--- src/design/pcf_pkg.sv ---
`timescale 1ns / 1ps
// ----------------------------------------------------------------------------
// pcf_pkg
// Shared types and constants for the parabolic crossing finder.
// ----------------------------------------------------------------------------
package pcf_pkg;

    localparam int FRAC_BITS = 16;
    localparam int DATA_W    = 32;
    localparam int COUNT_W   = 8;
    localparam int CFG_IDX_W = 1;
    localparam int CFG_DATA_W = 8;

    localparam logic [CFG_IDX_W-1:0] REG_DIRECTION     = 1'd0;
    localparam logic [CFG_IDX_W-1:0] REG_MAX_CROSSINGS = 1'd1;

    localparam logic [COUNT_W-1:0] MAX_CROSSINGS_RESET = 8'd16;

    typedef struct packed {
        logic signed [DATA_W-1:0] sample_x;
        logic signed [DATA_W-1:0] sample_y;
        logic                     series_start;
    } in_word_t;

    typedef struct packed {
        logic signed [DATA_W-1:0] crossing_x;
        logic [COUNT_W-1:0]       crossing_count;
    } out_word_t;

endpackage

--- src/design/parabolic_crossing_finder_unit.sv ---
`timescale 1ns / 1ps
// ----------------------------------------------------------------------------
// parabolic_crossing_finder_unit
// Three-sample parabolic zero-crossing interpolator with a serial root search.
// ----------------------------------------------------------------------------
// channel | signals                     | direction
// in      | in_valid in_stall in_word   | word in, stall out
// out     | out_valid out_stall out_word| word out, stall in
// cfg     | cfg_we cfg_index cfg_data   | write only
//
// a word without a crossing returns to idle after the check; a crossing runs the
// serial root search on the shared 53x18 multiply, which evaluates the polynomial
// in three steps per root bit; zero curvature skips the search.
// reset clears window, count and registers to their defaults.
// in_stall is high while a word is being worked or a result waits; a stall
// on out holds the result in the output state.
module parabolic_crossing_finder_unit (
    input  logic                    clk,
    input  logic                    rst_n,
    input  logic                    in_valid,
    output logic                    in_stall,
    input  pcf_pkg::in_word_t       in_word,
    output logic                    out_valid,
    input  logic                    out_stall,
    output pcf_pkg::out_word_t      out_word,
    input  logic                    cfg_we,
    input  logic [pcf_pkg::CFG_IDX_W-1:0]  cfg_index,
    input  logic [pcf_pkg::CFG_DATA_W-1:0] cfg_data
);
    import pcf_pkg::*;

    localparam logic [2:0] S_IDLE  = 3'd0;
    localparam logic [2:0] S_CHECK = 3'd1;
    localparam logic [2:0] S_MUL1  = 3'd2;
    localparam logic [2:0] S_MUL2  = 3'd3;
    localparam logic [2:0] S_TEST  = 3'd4;
    localparam logic [2:0] S_OFF   = 3'd5;
    localparam logic [2:0] S_FIN   = 3'd6;
    localparam logic [2:0] S_OUT   = 3'd7;

    localparam int KW = FRAC_BITS;
    localparam int BW = $clog2(FRAC_BITS);
    localparam int YW = 35;                 // a2, b2 range
    localparam int UW = YW + KW + 2;        // a2*k + b2*2^F
    localparam int SW = UW + KW + 2;        // u*k + 2c*2^2F

    logic [2:0] state_reg, state_next;
    logic       dir_reg;
    logic [COUNT_W-1:0] max_reg, count_reg;
    logic [1:0] fill_reg;
    logic signed [DATA_W-1:0] x0_reg, x1_reg, y0_reg, y1_reg;
    logic signed [DATA_W-1:0] xn_reg, yn_reg;
    logic signed [YW-1:0] a2_reg, b2_reg, c_reg;
    logic [KW-1:0] k_reg;
    logic [BW-1:0] bit_reg;
    logic signed [UW-1:0] u_reg;
    logic signed [SW-1:0] s_reg;
    logic signed [DATA_W+KW+1:0] prod_reg;
    out_word_t out_reg;

    // shared multiplier
    logic signed [UW-1:0]  mul_a;
    logic signed [KW+1:0]  mul_b;
    logic signed [UW+KW+1:0] mul_p;
    logic [KW-1:0] cand;
    logic signed [YW-1:0] ny0, ny1, ny2;
    logic signed [YW-1:0] a2_w;
    logic                 take;
    logic signed [DATA_W:0] dx;
    logic signed [DATA_W+1:0] sum;
    logic signed [DATA_W+KW+1:0] pneg;

    assign cand = k_reg | (KW'(1) << bit_reg);
    assign dx   = {x1_reg[DATA_W-1], x1_reg} - {x0_reg[DATA_W-1], x0_reg};

    always_comb
    begin
        mul_a = '0;
        mul_b = '0;
        unique case (state_reg)
            S_MUL1: begin mul_a = UW'(a2_reg); mul_b = {2'b00, cand}; end
            S_MUL2: begin mul_a = u_reg;       mul_b = {2'b00, cand}; end
            S_OFF:  begin mul_a = UW'(dx);     mul_b = {2'b00, k_reg}; end
            default: ;
        endcase
        mul_p = mul_a * mul_b;
    end

    always_comb
    begin
        ny0 = dir_reg ? -YW'(y0_reg) : YW'(y0_reg);
        ny1 = dir_reg ? -YW'(y1_reg) : YW'(y1_reg);
        ny2 = dir_reg ? -YW'(yn_reg) : YW'(yn_reg);
        a2_w = ny0 + ny2 - (ny1 <<< 1);
        take = (fill_reg == 2'd2) && (count_reg < max_reg) &&
               (ny0 > 0) && (ny1 >= 0) && (ny2 < 0);
        pneg = -prod_reg;
        if (!prod_reg[DATA_W+KW+1])
            sum = (DATA_W+2)'(x1_reg) + (DATA_W+2)'(prod_reg >>> FRAC_BITS);
        else
            sum = (DATA_W+2)'(x1_reg) - (DATA_W+2)'((pneg +
                  ((DATA_W+KW+2)'(1) <<< FRAC_BITS) - 1) >>> FRAC_BITS);
        state_next = state_reg;
        unique case (state_reg)
            S_IDLE:  if (in_valid) state_next = S_CHECK;
            S_CHECK: state_next = !take ? S_IDLE : ((a2_w == 0) ? S_FIN : S_MUL1);
            S_MUL1:  state_next = S_MUL2;
            S_MUL2:  state_next = S_TEST;
            S_TEST:  state_next = (bit_reg == '0) ? S_OFF : S_MUL1;
            S_OFF:   state_next = S_FIN;
            S_FIN:   state_next = S_OUT;
            S_OUT:   if (!out_stall) state_next = S_IDLE;
            default: state_next = S_IDLE;
        endcase
    end

    assign in_stall  = (state_reg != S_IDLE);
    assign out_valid = (state_reg == S_OUT);
    assign out_word  = out_reg;

    always_ff @(posedge clk or negedge rst_n)
    begin
        if (!rst_n)
        begin
            state_reg <= S_IDLE;
            dir_reg   <= 1'b0;
            max_reg   <= MAX_CROSSINGS_RESET;
            count_reg <= '0;
            fill_reg  <= '0;
            x0_reg <= '0; x1_reg <= '0; y0_reg <= '0; y1_reg <= '0;
            xn_reg <= '0; yn_reg <= '0;
            a2_reg <= '0; b2_reg <= '0; c_reg <= '0;
            k_reg <= '0; bit_reg <= '0;
            u_reg <= '0; s_reg <= '0; prod_reg <= '0;
            out_reg <= '0;
        end
        else
        begin
            state_reg <= state_next;
            if (cfg_we)
            begin
                unique case (cfg_index)
                    REG_DIRECTION:     dir_reg <= cfg_data[0];
                    REG_MAX_CROSSINGS: max_reg <= cfg_data;
                    default: ;
                endcase
            end
            if (state_reg == S_IDLE && in_valid)
            begin
                xn_reg <= in_word.sample_x;
                yn_reg <= in_word.sample_y;
                if (in_word.series_start)
                begin
                    fill_reg  <= '0;
                    count_reg <= '0;
                end
            end
            if (state_reg == S_CHECK)
            begin
                if (fill_reg != 2'd2) fill_reg <= fill_reg + 2'd1;
                if (take)
                begin
                    a2_reg  <= a2_w;
                    b2_reg  <= ny2 - ny0;
                    c_reg   <= ny1;
                    k_reg   <= '0;
                    bit_reg <= BW'(FRAC_BITS - 1);
                    prod_reg <= '0;
                end
                else
                begin
                    x0_reg <= x1_reg; y0_reg <= y1_reg;
                    x1_reg <= xn_reg; y1_reg <= yn_reg;
                end
            end
            if (state_reg == S_MUL1)
                u_reg <= UW'(mul_p) + (UW'(b2_reg) <<< FRAC_BITS);
            if (state_reg == S_MUL2)
                s_reg <= SW'(mul_p) + (SW'(c_reg) <<< (2 * FRAC_BITS + 1));
            if (state_reg == S_TEST)
            begin
                if (!s_reg[SW-1]) k_reg <= cand;
                bit_reg <= bit_reg - BW'(1);
            end
            if (state_reg == S_OFF)
                prod_reg <= (DATA_W+KW+2)'(mul_p);
            if (state_reg == S_FIN)
            begin
                if (sum > (DATA_W+2)'(32'sh7fffffff))
                    out_reg.crossing_x <= 32'sh7fffffff;
                else if (sum < -(DATA_W+2)'(33'sh080000000))
                    out_reg.crossing_x <= 32'sh80000000;
                else
                    out_reg.crossing_x <= sum[DATA_W-1:0];
                out_reg.crossing_count <= count_reg + COUNT_W'(1);
                count_reg <= count_reg + COUNT_W'(1);
                x0_reg <= x1_reg; y0_reg <= y1_reg;
                x1_reg <= xn_reg; y1_reg <= yn_reg;
            end
        end
    end

    ap_out_from_fin: assert property (@(posedge clk) disable iff (!rst_n)
        $rose(out_valid) |-> $past(state_reg) == S_FIN)
        else $error("result without finish");
    ap_stall_busy: assert property (@(posedge clk) disable iff (!rst_n)
        out_valid |-> in_stall)
        else $error("input open while result waits");
    ap_count_nonzero: assert property (@(posedge clk) disable iff (!rst_n)
        out_valid |-> out_word.crossing_count != '0)
        else $error("zero crossing count");
endmodule
--- config.mk ---
export PLATFORM = sky130hd
export DESIGN_NAME = parabolic_crossing_finder_unit
export DESIGN_NICKNAME = d
export VERILOG_FILES = /design/src/design/pcf_pkg.sv /design/src/design/parabolic_crossing_finder_unit.sv
export SDC_FILE = /design/constraint.sdc
export NUM_CORES = 2
export LEC_CHECK = 0
export BUFFER_PORTS_ARGS = -buffer_cell sky130_fd_sc_hd__buf_2
export CAP_MARGIN = 15
export CELL_PAD_IN_SITES_DETAIL_PLACEMENT = 1
export CELL_PAD_IN_SITES_GLOBAL_PLACEMENT = 1
export CORE_MARGIN = 5
export CORE_UTILIZATION = 41
export CTS_CLUSTER_DIAMETER = 40
export CTS_CLUSTER_SIZE = 16
export DETAILED_ROUTE_END_ITERATION = 16
export MAX_ROUTING_LAYER = met4
export PLACE_DENSITY = 0.81
export SLEW_MARGIN = 20
export SYNTH_ARGS = -nofsm -noshare
export SYNTH_HDL_FRONTEND = slang
export SYNTH_SLANG_ARGS = --single-unit
--- constraint.sdc ---
create_clock -name clk -period 20.5 [get_ports clk]
set_input_delay 2.05 -clock clk [delete_from_list [all_inputs] [get_ports clk]]
set_output_delay 2.05 -clock clk [all_outputs]
set_load 0.005 [all_outputs]
==> results by group <==
Placement
  – DP HPWL: 171000 um
  – Place WS: 6770 ps
  – Placed cells: 8796
  – IO buf count: 120
  – GPL Wtd Cong: 0.998

Global routing
  – Initial antenna violation count: 3
  – GRT busiest layer: met2
  – M1 GR Usage: 35.4%
  – First-pass GRT wire length: 340000 um
  – Vias in the first global route: 57022
  – M3 GR Usage: 4.52%
  – All-layer global routing usage: 28.3%
  – Met2 usage in global routing: 46.1%
  – GRT overflow: 0
  – Largest net degree at the start of global routing: 170

Worst setup path
  – Startpoint class of the critical path: register
  – Worst setup EP type: register
  – Crit Path Class: register to register
  – CP Max Fanout: 11
  – CP peak stage delay: 820 ps
  – Crit path max-delay cell type: a221oi_1
  – Worst path arrival time: 14560 ps
  – Reg2reg setup slack: 6430 ps
  – CP most frequent cell: fa_1
  – Critical path required time: 21000 ps

Floorplanning
  – Std cell rows: 142
  – Die Span Y: 398 um
  – Num ports: 121
  – Placeable Area: 150000 um2
  – Die area: 158000 um2
  – Die width: 398 um
  – Starting Density: 41.2%

STA
  – Setup-failing EPs final: 0
  – Final worst path period need: 14070 ps
  – Tightest Pin Transition: 1220 ps
  – Relative slew slack: 18.2%
  – Setup ws final: 6430 ps
  – Pins over their slew limit: 0
  – Skew final: 38.4 ps
  – Fin. Hold Viols: 0
  – Fmax: 0.0711 GHz
  – RSZ-0062 raised after global routing: no
  – Accumulated negative setup slack: 0 ps
  – Fin crit share: 68.6%

Clocking
  – Postcts setup bufs: 0
  – CTS H-Tree Depth: 3
  – Worst skew pair latency: 640 ps
  – CTS max path bufs: 3
  – Hold Buf Count CTS: 0
  – Clock Root Buffer: clkbuf_16
  – Num CTS Buffers: 74
  – Clock Sinks: 466
  – CTS tree: built
  – CTS resizes: 0
  – Clk slew on worst S/H paths: 60 ps

Synthesis
  – Synth Warn #: 0
  – Synth Area in Simple Gates: 12.3%
  – Synthesized flop and latch total: 466
  – Largest family of logic cells by synthesized area: adder cells
  – Syn_area_per_cell: 8.92 um2
  – Primary FF master, synth: dfrtp_1
  – Post-Synth XOR/XNOR Area: 4.91%
  – Syn Nets: 8187
  – Synth top area share: 26.7%
  – Register area share after synthesis: 18.9%
  – Largest area contributor in the netlist: fa_1
  – Netlist cell types: 100
  – Synth Area in Compound Gates: 16.0%
  – Adder-cell share of the synthesized area: 34.4%
  – Syn Inst Count: 6907
  – Post-synth EDFFs: 0
  – Mapped Area: 61600 um2
  – Top cells by area, synth: fa_1 (27%), dfrtp_1 (19%), ha_1 (7.7%), inv_1 (6.5%), nand2_1 (4.5%)
  – FFs w/ async S/R, synth: 100%
  – Post-synthesis mux area share: 4.69%

Layout
  – Max FFs per register: 53
  – Layout cells sized above 1: 9.66%
  – Area Growth Syn to Fin: 8.68%
  – Non-filler cells, final: 8935
  – # nets final: 8136

Routing
  – Vias per inst: 5.83
  – WL final: 218000 um
  – DRC violations left: 0
  – DR WL/cell: 24.4 um
  – Vias: 52056
  – Initial DRC Count: 4185
  – DRT Pass-1 Iters: 6
  – Post-route ant nets: 0

Flow run
  – Max Cap Viol: 0

Worst hold path
  – Min-Delay Path Class: register to register

Run status
  – Outcome: complete, no violations
final cells by class:
class                      instances  area (um2)
antenna                            2        5.00
clock inverter                    52         664
timing repair buffer             224        1400
inverter                        1067        4010
fill                           17446       82700
sequential                       466       11700
multi-input combinational       5023       44700
clock buffer                      85        1990
tap                             2016        2520
kinds of logic (layout without fill, tap and decap cells):
logic type               Yosys count  in the layout
AND/OR/NAND/NOR                 1654           1654
other                              0              2
adder cells (fa/ha/maj)         1201           1201
flip-flops                       466            466
AO/OA/AOI/OAI                   1581           1581
buffers and inverters           1418           1428
XOR/XNOR                         343            343
multiplexers                     244            244
metal layers:
metal | vias up | wire [um]
met5 | - | 0
met1 | 26910 | 89000
li1 | 22692 | -
met2 | 1903 | 104000
met4 | 0 | 10200
met3 | 551 | 15100
placed cells by master (no fill, tap or decap), types with 20 or more instances in the layout:
cell	synthesis	routed
buf_4	0	103
fa_1	820	820
a21oi_2	20	22
and2_1	62	62
inv_1	1065	1065
clkbuf_16	0	75
a21o_1	159	159
mux2_4	48	48
o21ai_0	531	528
a311oi_1	25	25
nand4_1	51	51
dfrtp_1	465	463
and3_1	58	57
nor3_1	78	77
nand3_1	77	77
xor2_1	140	140
nand2_1	735	735
o21ai_1	19	20
ha_1	381	381
buf_2	31	119
a211oi_1	26	25
o21a_1	43	43
mux2i_1	30	30
xnor2_1	201	201
o21bai_1	41	41
a22o_1	38	38
mux2_2	165	165
nand2b_1	44	44
a21oi_1	380	378
o31ai_1	45	45
nor2_1	369	366
or3_1	46	45
nor2b_1	30	30
a31oi_1	49	49
synth_stat cells, drive strengths merged (8+ instances only):
master	n
a32o	15
a41oi	13
a22o	38
o211ai	14
o31ai	45
nand2	736
a21boi	10
nor3	79
nand3	78
nor2	370
or3	47
a31oi	49
a21o	159
mux2	214
and3	58
or4	22
a21oi	401
o41ai	20
o311ai	8
a221oi	13
fa	820
dfrtp	465
nand3b	8
o22ai	22
and4	8
mux2i	30
a311oi	25
or2	19
nor2b	30
nand2b	44
buf	68
and2	63
o2111ai	12
o21a	43
ha	381
a211oi	26
nor4	22
o21ai	551
xor2	140
clkbuf	283
xnor2	202
inv	1066
a311o	11
nand4	51
o21bai	41
critical path: cells and delay by family, from the launching register on:
family	cells	cell delay [ps]
xor+xnor	2	260
flops	1	480
fa+ha+maj	9	4270
mux	1	270
buf+inv	4	240
compound gates	18	5440
simple gates	10	2940
worst paths after layout:
| kind | startpoint | end | depth (start not counted) |
|---|---|---|---|
| setup / recovery | x1_reg[1] | s_reg[70] | 44 |
| setup reg to reg | x1_reg[1] | s_reg[70] | 44 |
| max in group asynchronous | rst_n | state_reg[0] | 3 |
| hold reg to reg | u_reg[31] | u_reg[31] | 2 |
| hold / removal | u_reg[31] | u_reg[31] | 2 |
| min in group asynchronous | rst_n | out_word[1] | 1 |
per-stage QoR:
step / utilization, % / instance area, um2 / hold WS, ps
6_report: 44.7 / 66900 / 474
5_1_grt: 44.7 / 66900 / 491
4_1_cts: 44.7 / 66900 / 467
3_5_place_dp: 42.9 / 64300 / 456
3_3_place_gp: 42.9 / 64200 / 454
2_1_floorplan: - / 61600 / 433
Power is left out: the tool's default activity adds up to more than one toggle a clock period on the data nets, which glitch-free logic cannot reach.
